File: src/sv/kcl_pkg.sv
// ----------------------------------------------------------------------------
// kcl_pkg
// Shared types and constants for the keypad code lock.
// ----------------------------------------------------------------------------
package kcl_pkg;

   localparam int KEY_W       = 8;
   localparam int CODE_W      = 64;
   localparam int LEN_W       = 4;
   localparam int ATT_W       = 4;
   localparam int CSR_INDEX_W = 2;

   localparam logic [KEY_W-1:0] KEY_SUBMIT = 8'h41;
   localparam logic [KEY_W-1:0] KEY_ERASE  = 8'h44;

   localparam logic [LEN_W-1:0] RESET_PASSWORD_LENGTH = 4'd4;
   localparam logic [ATT_W-1:0] RESET_MAX_ATTEMPTS    = 4'd3;

   localparam logic [CSR_INDEX_W-1:0] CSR_PASSWORD_CODE   = 2'd0;
   localparam logic [CSR_INDEX_W-1:0] CSR_PASSWORD_LENGTH = 2'd1;
   localparam logic [CSR_INDEX_W-1:0] CSR_MAX_ATTEMPTS    = 2'd2;

   typedef enum logic [1:0] {
      PH_ENTER   = 2'd0,
      PH_CLOSED  = 2'd1,
      PH_LOCKOUT = 2'd2
   } phase_type;

   typedef enum logic [2:0] {
      EV_STORED  = 3'd0,
      EV_ERASED  = 3'd1,
      EV_IGNORED = 3'd2,
      EV_GRANTED = 3'd3,
      EV_WRONG   = 3'd4,
      EV_LOCKOUT = 3'd5,
      EV_CLOSED  = 3'd6
   } event_type;

   typedef struct packed {
      logic [CODE_W-1:0] password_code;
      logic [LEN_W-1:0]  password_length;
      logic [ATT_W-1:0]  max_attempts;
   } cfg_type;

   typedef struct packed {
      event_type        event_code;
      logic [ATT_W-1:0] wrong_count;
      logic [LEN_W-1:0] entered_count;
      logic             gate_open;
   } result_type;

endpackage

File: src/sv/keypad_code_lock_core.sv
// ----------------------------------------------------------------------------
// keypad_code_lock_core
// Keypad code lock with entry buffer, submit/erase keys and attempt lockout.
//
//   channel  ports                                        direction
//   req      req_valid, req_stall, req_key_code           in (item = key)
//   rsp      rsp_valid, rsp_stall, rsp_event_code,        out (item = result)
//            rsp_wrong_count, rsp_entered_count, rsp_gate_open
//   csr      csr_we, csr_index, csr_wdata                 in (write only)
//
// One item per cycle sustained while the rsp channel does not stall.
// The key sits in the input register, is decided in one pass against the
// entry buffer and counters, and lands in the result register.
// A stalled result holds the input register, which then stalls req.
// Synchronous reset sets phase, counters, config and register valid flags to their defaults.
// ----------------------------------------------------------------------------
module keypad_code_lock_core #(
   parameter int MAX_PASSWORD_LEN = 8
) (
   input  logic                              clock,
   input  logic                              reset,
   input  logic                              req_valid,
   output logic                              req_stall,
   input  logic [kcl_pkg::KEY_W-1:0]         req_key_code,
   output logic                              rsp_valid,
   input  logic                              rsp_stall,
   output logic [2:0]                        rsp_event_code,
   output logic [kcl_pkg::ATT_W-1:0]         rsp_wrong_count,
   output logic [kcl_pkg::LEN_W-1:0]         rsp_entered_count,
   output logic                              rsp_gate_open,
   input  logic                              csr_we,
   input  logic [kcl_pkg::CSR_INDEX_W-1:0]   csr_index,
   input  logic [kcl_pkg::CODE_W-1:0]        csr_wdata
);

   kcl_pkg::cfg_type          cfg_ff;
   logic                      s1_valid;
   logic [kcl_pkg::KEY_W-1:0] s1_key;
   logic                      out_free;
   logic                      advance;
   kcl_pkg::result_type       result;
   kcl_pkg::result_type       rsp_result;

   always_ff @(posedge clock) begin
      if (reset) begin
         cfg_ff.password_code   <= '0;
         cfg_ff.password_length <= kcl_pkg::RESET_PASSWORD_LENGTH;
         cfg_ff.max_attempts    <= kcl_pkg::RESET_MAX_ATTEMPTS;
      end else if (csr_we) begin
         case (csr_index)
            kcl_pkg::CSR_PASSWORD_CODE: begin
               cfg_ff.password_code <= csr_wdata;
            end
            kcl_pkg::CSR_PASSWORD_LENGTH: begin
               cfg_ff.password_length <= csr_wdata[kcl_pkg::LEN_W-1:0];
            end
            kcl_pkg::CSR_MAX_ATTEMPTS: begin
               cfg_ff.max_attempts <= csr_wdata[kcl_pkg::ATT_W-1:0];
            end
            default: begin
            end
         endcase
      end
   end

   assign advance = s1_valid && out_free;

   kcl_in_reg u_in_reg (
      .clock        (clock),
      .reset        (reset),
      .req_valid    (req_valid),
      .req_stall    (req_stall),
      .req_key_code (req_key_code),
      .advance      (advance),
      .valid_ff     (s1_valid),
      .key_ff       (s1_key)
   );

   kcl_lock_fsm #(
      .MAX_PASSWORD_LEN (MAX_PASSWORD_LEN)
   ) u_lock_fsm (
      .clock  (clock),
      .reset  (reset),
      .step   (advance),
      .key    (s1_key),
      .cfg    (cfg_ff),
      .result (result)
   );

   kcl_rsp_reg u_rsp_reg (
      .clock      (clock),
      .reset      (reset),
      .load       (advance),
      .result     (result),
      .free       (out_free),
      .rsp_valid  (rsp_valid),
      .rsp_stall  (rsp_stall),
      .rsp_result (rsp_result)
   );

   assign rsp_event_code    = rsp_result.event_code;
   assign rsp_wrong_count   = rsp_result.wrong_count;
   assign rsp_entered_count = rsp_result.entered_count;
   assign rsp_gate_open     = rsp_result.gate_open;

endmodule

File: src/sv/kcl_in_reg.sv
// ----------------------------------------------------------------------------
// kcl_in_reg
// Input register for key items, stalls while the held item cannot advance.
// ----------------------------------------------------------------------------
module kcl_in_reg (
   input  logic                     clock,
   input  logic                     reset,
   input  logic                     req_valid,
   output logic                     req_stall,
   input  logic [kcl_pkg::KEY_W-1:0] req_key_code,
   input  logic                     advance,
   output logic                     valid_ff,
   output logic [kcl_pkg::KEY_W-1:0] key_ff
);

   logic load;
   logic valid_in;

   assign req_stall = valid_ff && !advance;
   assign load      = req_valid && !req_stall;

   always_comb begin
      if (load) begin
         valid_in = 1'b1;
      end else if (advance) begin
         valid_in = 1'b0;
      end else begin
         valid_in = valid_ff;
      end
   end

   always_ff @(posedge clock) begin
      if (reset) begin
         valid_ff <= 1'b0;
      end else begin
         valid_ff <= valid_in;
      end
   end

   always_ff @(posedge clock) begin
      if (load) begin
         key_ff <= req_key_code;
      end
   end

endmodule

File: src/sv/kcl_lock_fsm.sv
// ----------------------------------------------------------------------------
// kcl_lock_fsm
// Entry buffer, counters and lock phase; decides the result of one key.
// ----------------------------------------------------------------------------
module kcl_lock_fsm #(
   parameter int MAX_PASSWORD_LEN = 8
) (
   input  logic                      clock,
   input  logic                      reset,
   input  logic                      step,
   input  logic [kcl_pkg::KEY_W-1:0] key,
   input  kcl_pkg::cfg_type          cfg,
   output kcl_pkg::result_type       result
);

   localparam int CNT_W = $clog2(MAX_PASSWORD_LEN + 1);
   localparam int IDX_W = (MAX_PASSWORD_LEN > 1) ? $clog2(MAX_PASSWORD_LEN) : 1;
   localparam logic [kcl_pkg::LEN_W-1:0] MAX_LEN = kcl_pkg::LEN_W'(MAX_PASSWORD_LEN);
   localparam logic [CNT_W-1:0] MAX_CNT = CNT_W'(MAX_PASSWORD_LEN);

   kcl_pkg::phase_type                phase_ff, phase_in;
   logic [CNT_W-1:0]                  count_ff, count_in;
   logic [kcl_pkg::ATT_W-1:0]         wrong_ff, wrong_in;
   logic [kcl_pkg::KEY_W-1:0]         buf_ff [MAX_PASSWORD_LEN];

   logic [kcl_pkg::LEN_W-1:0]         used_len;
   logic [kcl_pkg::ATT_W-1:0]         limit;
   logic [kcl_pkg::ATT_W:0]           wrong_inc;
   logic [kcl_pkg::ATT_W-1:0]         wrong_sat;
   logic [MAX_PASSWORD_LEN-1:0]       lane_ok;
   logic                              match;
   logic                              buf_we;
   kcl_pkg::event_type                event_code;
   logic                              gate;

   always_comb begin
      if (cfg.password_length == '0) begin
         used_len = kcl_pkg::LEN_W'(1);
      end else if (cfg.password_length > MAX_LEN) begin
         used_len = MAX_LEN;
      end else begin
         used_len = cfg.password_length;
      end
   end

   always_comb begin
      for (int i = 0; i < MAX_PASSWORD_LEN; i++) begin
         lane_ok[i] = (kcl_pkg::LEN_W'(i) >= used_len) ||
                      (buf_ff[i] == cfg.password_code[8*i +: 8]);
      end
   end

   assign match = (kcl_pkg::LEN_W'(count_ff) == used_len) && (&lane_ok);

   assign limit     = (cfg.max_attempts == '0) ? kcl_pkg::ATT_W'(1) : cfg.max_attempts;
   assign wrong_inc = {1'b0, wrong_ff} + (kcl_pkg::ATT_W+1)'(1);
   assign wrong_sat = (wrong_inc > {1'b0, limit}) ? limit : wrong_inc[kcl_pkg::ATT_W-1:0];

   always_comb begin
      phase_in   = phase_ff;
      count_in   = count_ff;
      wrong_in   = wrong_ff;
      buf_we     = 1'b0;
      gate       = 1'b0;
      event_code = kcl_pkg::EV_CLOSED;
      case (phase_ff)
         kcl_pkg::PH_LOCKOUT: begin
            event_code = kcl_pkg::EV_LOCKOUT;
         end
         kcl_pkg::PH_ENTER: begin
            if (key == kcl_pkg::KEY_ERASE) begin
               if (count_ff != '0) begin
                  count_in   = count_ff - CNT_W'(1);
                  event_code = kcl_pkg::EV_ERASED;
               end else begin
                  event_code = kcl_pkg::EV_IGNORED;
               end
            end else if (key == kcl_pkg::KEY_SUBMIT) begin
               count_in = '0;
               if (match) begin
                  wrong_in   = '0;
                  phase_in   = kcl_pkg::PH_CLOSED;
                  gate       = 1'b1;
                  event_code = kcl_pkg::EV_GRANTED;
               end else begin
                  wrong_in = wrong_sat;
                  if (wrong_sat >= limit) begin
                     phase_in   = kcl_pkg::PH_LOCKOUT;
                     event_code = kcl_pkg::EV_LOCKOUT;
                  end else begin
                     event_code = kcl_pkg::EV_WRONG;
                  end
               end
            end else if (count_ff < MAX_CNT) begin
               buf_we     = 1'b1;
               count_in   = count_ff + CNT_W'(1);
               event_code = kcl_pkg::EV_STORED;
            end else begin
               event_code = kcl_pkg::EV_IGNORED;
            end
         end
         default: begin
            event_code = kcl_pkg::EV_CLOSED;
         end
      endcase
   end

   assign result.event_code    = event_code;
   assign result.wrong_count   = wrong_in;
   assign result.entered_count = kcl_pkg::LEN_W'(count_in);
   assign result.gate_open     = gate;

   always_ff @(posedge clock) begin
      if (reset) begin
         phase_ff <= kcl_pkg::PH_ENTER;
         count_ff <= '0;
         wrong_ff <= '0;
      end else if (step) begin
         phase_ff <= phase_in;
         count_ff <= count_in;
         wrong_ff <= wrong_in;
      end
   end

   always_ff @(posedge clock) begin
      if (step && buf_we) begin
         buf_ff[count_ff[IDX_W-1:0]] <= key;
      end
   end

endmodule

File: src/sv/kcl_rsp_reg.sv
// ----------------------------------------------------------------------------
// kcl_rsp_reg
// Result register; holds an item until the receiver takes it.
// ----------------------------------------------------------------------------
module kcl_rsp_reg (
   input  logic                clock,
   input  logic                reset,
   input  logic                load,
   input  kcl_pkg::result_type result,
   output logic                free,
   output logic                rsp_valid,
   input  logic                rsp_stall,
   output kcl_pkg::result_type rsp_result
);

   logic                valid_ff, valid_in;
   kcl_pkg::result_type data_ff;

   assign free = !valid_ff || !rsp_stall;

   always_comb begin
      if (load) begin
         valid_in = 1'b1;
      end else if (!rsp_stall) begin
         valid_in = 1'b0;
      end else begin
         valid_in = valid_ff;
      end
   end

   always_ff @(posedge clock) begin
      if (reset) begin
         valid_ff <= 1'b0;
      end else begin
         valid_ff <= valid_in;
      end
   end

   always_ff @(posedge clock) begin
      if (load) begin
         data_ff <= result;
      end
   end

   assign rsp_valid  = valid_ff;
   assign rsp_result = data_ff;

endmodule

File: config.mk
export PLATFORM = sky130hd
export DESIGN_NAME = keypad_code_lock_core
export DESIGN_NICKNAME = d
export VERILOG_FILES = /design/src/sv/kcl_pkg.sv /design/src/sv/keypad_code_lock_core.sv /design/src/sv/kcl_in_reg.sv /design/src/sv/kcl_lock_fsm.sv /design/src/sv/kcl_rsp_reg.sv
export SDC_FILE = /design/constraint.sdc
export NUM_CORES = 1
export LEC_CHECK = 0
export BUFFER_PORTS_ARGS = -buffer_cell sky130_fd_sc_hd__clkbuf_2
export CORE_ASPECT_RATIO = 0.7
export CORE_UTILIZATION = 50
export DETAILED_ROUTE_END_ITERATION = 16
export GPL_TIMING_DRIVEN = 0
export MAX_ROUTING_LAYER = met4
export PLACE_DENSITY = 0.7
export SKIP_LAST_GASP = 1
export SLEW_MARGIN = 40
export SYNTH_ARGS = -nofsm -noshare
export SYNTH_HDL_FRONTEND = slang
export SYNTH_SLANG_ARGS = --single-unit
File: constraint.sdc
create_clock -name clock -period 7.7 [get_ports clock]
set_input_delay 2.31 -clock clock [delete_from_list [all_inputs] [get_ports clock]]
set_output_delay 2.31 -clock clock [all_outputs]
set_load 0.05 [all_outputs]
=== After elaboration in Yosys (flattened, before gate mapping) ===
Memories as Yosys holds them, arrays and structs flattened.
Index checks and enable logic that the tools add are counted.

* Memories kept: 1
* Input port bits: 79
* RAM bits: 64
* Logic and storage cells: 111
* Flip-flop bits (word level): 104

* Order comparisons: 12
* Muxes and demuxes: 33
* Reduce and logical (&&, ||, !) cells: 31
* Bitwise logic cells: 3
* Equality and inequality tests: 15
* Add/subtract/negate cells: 3

{| class="wikitable"
|+ Memories
! name !! depth !! bits a word !! rd ports !! clocked after memory_dff !! wr ports !! RTL line !! RTL
|-
| u_lock_fsm.buf_ff || 8 || 8 || 8 || 0 || 1 || kcl_lock_fsm.sv:24 || <nowiki>logic [kcl_pkg::KEY_W-1:0] buf_ff [MAX_PASSWORD_LEN];</nowiki>
|}

{| class="wikitable"
|+ Operators with widths
! kind !! number
|-
| == test 8 bit || 8
|-
| two-way mux 4 bit || 13
|-
| == test 8 x 7 -> 1 bit, second input constant || 2
|-
| greater-or-equal comparator 3 x 4 -> 1 bit, first input constant || 4
|-
| two-way mux 1 bit || 12
|-
| logical OR 1 bit || 9
|-
| two-way mux 3 bit || 3
|-
| greater-or-equal comparator 1 x 4 -> 1 bit, first input constant || 2
|-
| greater-or-equal comparator 2 x 4 -> 1 bit, first input constant || 2
|-
| logical NOT 4 bit || 2
|-
| two-way mux 2 bit || 4
|-
| AND reduction 8 bit || 1
|-
| case mux 3 bit (2 select lines) || 1
|-
| AND reduction 2 bit || 3
|-
| adder 4 x 1 -> 5 bit, second input constant || 1
|-
| greater-than comparator 5 x 4 -> 1 bit || 1
|-
| logical AND 1 bit || 5
|-
| AND reduction 5 bit || 1
|-
| adder 4 x 1 -> 4 bit, second input constant || 1
|-
| == test 2 bit, second input constant || 2
|-
| == test 4 bit || 1
|-
| greater-or-equal comparator 4 bit || 1
|-
| greater-than comparator 4 bit, second input constant || 1
|-
| logical NOT 1 bit || 4
|-
| 9 further kinds || 13
|}

=== Longest topological paths before layout ===
* Word-level depth: 11
* Mapped depth: 17
* Mapped depth without buffers: 16

=== Cells and area by module ===
Synthesis repeated with hierarchy kept, for this count alone.

* Cells, all modules: 672
* Area total of the unflattened synthesis: 7855.0 um^2

{| class="wikitable"
|+ By module, submodules not included
! module !! area each (um^2) !! cells each !! times used
|-
| kcl_lock_fsm || 3987.6 || 335 || 1
|-
| keypad_code_lock_core || 3184.3 || 309 || 1
|-
| kcl_rsp_reg || 392.9 || 16 || 1
|-
| kcl_in_reg || 290.3 || 12 || 1
|}

=== Worst setup path before layout ===
No wires, ideal clock.

* Path kind: input port to output port
* Start point: in rsp_stall
* End point: out req_stall
* Arrival: 2791 ps
* Cell stages on the path: 1
* Path buffers: 0
* Path slack: 2599 ps
* Path through: and3_1

* Cells in the longest elaborated chain, start to end: 5

{| class="wikitable"
|+ RTL lines
! what !! RTL line !! RTL
|-
| start: declaration || keypad_code_lock_core.sv:26 || <nowiki>input logic rsp_stall,</nowiki>
|-
| logical NOT 1 bit || kcl_rsp_reg.sv:19 || <nowiki>assign free = !valid_ff || !rsp_stall;</nowiki>
|-
| logical OR 1 bit || kcl_rsp_reg.sv:19 ||
|-
| logical AND 1 bit || keypad_code_lock_core.sv:66 || <nowiki>assign advance = s1_valid && out_free;</nowiki>
|-
| logical NOT 1 bit || kcl_in_reg.sv:19 || <nowiki>assign req_stall = valid_ff && !advance;</nowiki>
|-
| logical AND 1 bit || kcl_in_reg.sv:19 ||
|-
| end: declaration || keypad_code_lock_core.sv:23 || <nowiki>output logic req_stall,</nowiki>
|}

Every way passes these cells.

=== Worst setup path after layout ===
Same ends and word-level chain as after synthesis.

==> results.yml <==
synth:
  synth_cells: 705
  synthTopCellsByArea: "edfxtp_1 (34%), dfxtp_1 (23%), nand2_1 (8.0%)"
  synth_edf_count: 84
  synth_nets: 793
  synth_ff_type: "edfxtp_1"
  synth_area_um2: 7351
  synthArstFlopShare: 0
  synth_top_area_frac: 0.3431
  netlist-cell-type-count: 67
  seq_area_frac_synth: 0.5719
  ys_warn_count: 0
  synth-seq-cells: 168
  yosysTopAreaCell: "edfxtp_1"
  syn_avg_cell_area_um2: 10.43
routing:
  ant_nets: 0
  wirelength_um: 17280
  routedWlPerCell_um: 16.95
  drtIter0Drc: 311
  drt_pass1_iterations: 5
  post-route-drc-count: 0
  vias: 5571
  viasPerCell: 5.467
job:
  max_cap_violations: 0
global_routing:
  antenna_found_initial: 0
  gr-total-overflow: 0
  grt_pass1_vias: 5269
  grt_util_all_layers: 0.2474
  grt_max_degree: 19
  grt_pass1_wl_um: 27190
clock_network:
  cts_hold_buf: 0
  cts.clk_slew.worst_paths_ns: 0.06
  post_cts_resized: 0
  cts_buffers: 17
  insertion_delay_ns: 0.43
  clock_path_buffers: 2
  postCtsSetupRepairBufs: 0
  cts_root_buf: "clkbuf_16"
  cts_sinks: 168
  htreeDepth: 4
  cts_tree: "yes"
timing:
  fin_skew_ns: 0.01068
  max_freq_mhz: 191.1
  rsz0062_at_grt: "no"
  finalHoldViolCount: 0
  drv_slew: 0
  post-route-period-util: 0.6797
  max_slew.worst_pin.slew_ns: 0.7369
  fin_hold_ws_ns: 0.4676
  relSlewSlack: 0.5060
  setup_viol_count_final: 0
  layout_min_cycle_time_ns: 5.234
  setup_tns_ns: 0
floorplanning:
  core_area_um2: 14140
  initial_core_util: 0.5197
  die_area_um2: 15200
  die-height_um: 103.4
  rows: 36
  die_w_um: 146.9
  ios: 93
outcome:
  outcome: "completed"
pwr:
  p_leak_nw: 3.124
  power_frac_clock: 0.423
  switching_share: 0.2435
  p_sw_mw: 0.4736
  pwr-share-comb: 0.070
  p_per_area_nw_per_um2: 224.8
  finalPower_mw: 1.945
  p_int_mw: 1.471
  irDropWorstVdd_v: 0.0002246
  seqPwrFrac: 0.508
placed_design:
  dp_hpwl_um: 12650
  port_buffers: 91
  gp_congestion: 0.8532
setup_path:
  crit_type: "input pin to primary output"
  critPathRequiredTime_ns: 5.39
  endpoint_kind: "primary output"
  worstPathMaxFanout: 3
  cp_data_arrival_time_ns: 2.92
  critPathLaunchType: "input pin"
cells_and_area:
  layout.nets: 904
  area_delta_synth_final_pct: 17.72
  utilization: 0.6118
  drive_above_1_share: 0.1846
  n_antenna_cell: 0
worst_hold_path:
  hold_path.class: "flop to flop"
[per-stage QoR]
| stage | setup slack, ns | cell area, um^2 | cells |
|---|---|---|---|
| floorplan | 2.599 | 7351 | 705 |
| global placement | 2.135 | 8044 | 986 |
| detailed placement | 2.466 | 8080 | 987 |
| CTS | 2.461 | 8646 | 1019 |
| global route | 2.441 | 8653 | 1019 |
| finish | 2.466 | 8653 | 1019 |
[flip-flops by register name (all words and copies together), names as in the netlist]
signal,flops
u_lock_fsm.count_ff,4
u_rsp_reg.rsp_valid,1
u_in_reg.key_ff,8
u_lock_fsm.buf_ff,64
cfg_ff,72
u_in_reg.valid_ff,1
u_lock_fsm.phase_ff,2
u_rsp_reg.rsp_result,12
u_lock_fsm.wrong_ff,4
[cells by family after synthesis]
group,after synthesis,share of synthesized area
buffers and inverters,50,0.02945
adders and majority gates,9,0.01532
xor gates and xnor gates,69,0.08477
muxes,15,0.02179
DFF,168,0.5719
AOI/OAI and AO/OA,142,0.1215
and+or+nand+nor,252,0.1552
[worst max-delay path, stage by stage]
cell	delay [ns]
clkbuf_2	0.12
and3_1	0.20
clkbuf_2	0.29
[layer usage]
metal,track usage,vias to the layer above,wire [um]
li1,-,2709,-
met1,0.3471,2645,8378
met2,0.3565,197,7417
met3,0.06842,20,1326
met4,0.05472,0,154
met5,-,-,0
[Yosys cell counts, types with 10 or more instances]
cell type  number
clkbuf_1       24
inv_1          14
nand4_1        14
nand2_1       156
o21ai_0        17
edfxtp_1       84
xnor2_1        56
o211ai_1       10
a21oi_1        78
mux2i_1        13
dfxtp_1        84
xor2_1         12
nor2_1         30
[worst paths after layout]
kind | startpoint | to | slack, ns | cells past startpoint
worst max-delay path | rsp_stall | req_stall | 2.47 | 3
worst min-delay path | cfg_ff[26] | cfg_ff[26] | 0.47 | 2
worst max register to register | cfg_ff[2] | u_rsp_reg.rsp_result[9] | 3.62 | 17
worst min register to register | cfg_ff[26] | cfg_ff[26] | 0.47 | 2
[power groups by stage]
stage | Sequential, mW | Combinational [mW] | Clock, mW
final | 0.987 | 0.136 | 0.822
after global placement | 1.01 | 0.127 | 0
after CTS | 0.987 | 0.135 | 0.834
after global routing | 0.990 | 0.149 | 0.872
after floorplan | 1.01 | 0.0747 | 0
after detailed placement | 1.01 | 0.134 | 0
[final cells by class]
class,count,area [um^2]
Fill cell,1229,5490
Sequential cell,168,4204
Multi-Input combinational cell,487,2958
Timing Repair Buffer,92,470.5
Clock buffer,18,429.2
Tap cell,190,237.7
Buffer,36,165.2
Clock inverter,14,136.4
Inverter,14,52.55
[layout by cell type (no fill, tap or decap), drive strengths merged, types with 2 or more instances in the layout]
| cell type | instances |
|---|---|
| nor2 | 31 |
| and3 | 4 |
| nor4 | 4 |
| a31oi | 7 |
| inv | 23 |
| o2111ai | 2 |
| mux2 | 2 |
| a21oi | 78 |
| and2 | 2 |
| nand4b | 3 |
| ha | 9 |
| o211ai | 10 |
| mux2i | 13 |
| nor3 | 5 |
| o32a | 2 |
| nor3b | 5 |
| clkbuf | 134 |
| o21ai | 17 |
| nand3b | 2 |
| o32ai | 2 |
| nand3 | 9 |
| dfxtp | 84 |
| o31ai | 3 |
| nand4 | 14 |
| clkinvlp | 2 |
| xnor2 | 56 |
| clkinv | 2 |
| o22ai | 4 |
| edfxtp | 84 |
| nand2 | 156 |
| nor2b | 4 |
| and4 | 3 |
| xor2 | 13 |
| buf | 12 |
| nand2b | 3 |
Power figures use the tool's default switching activity.
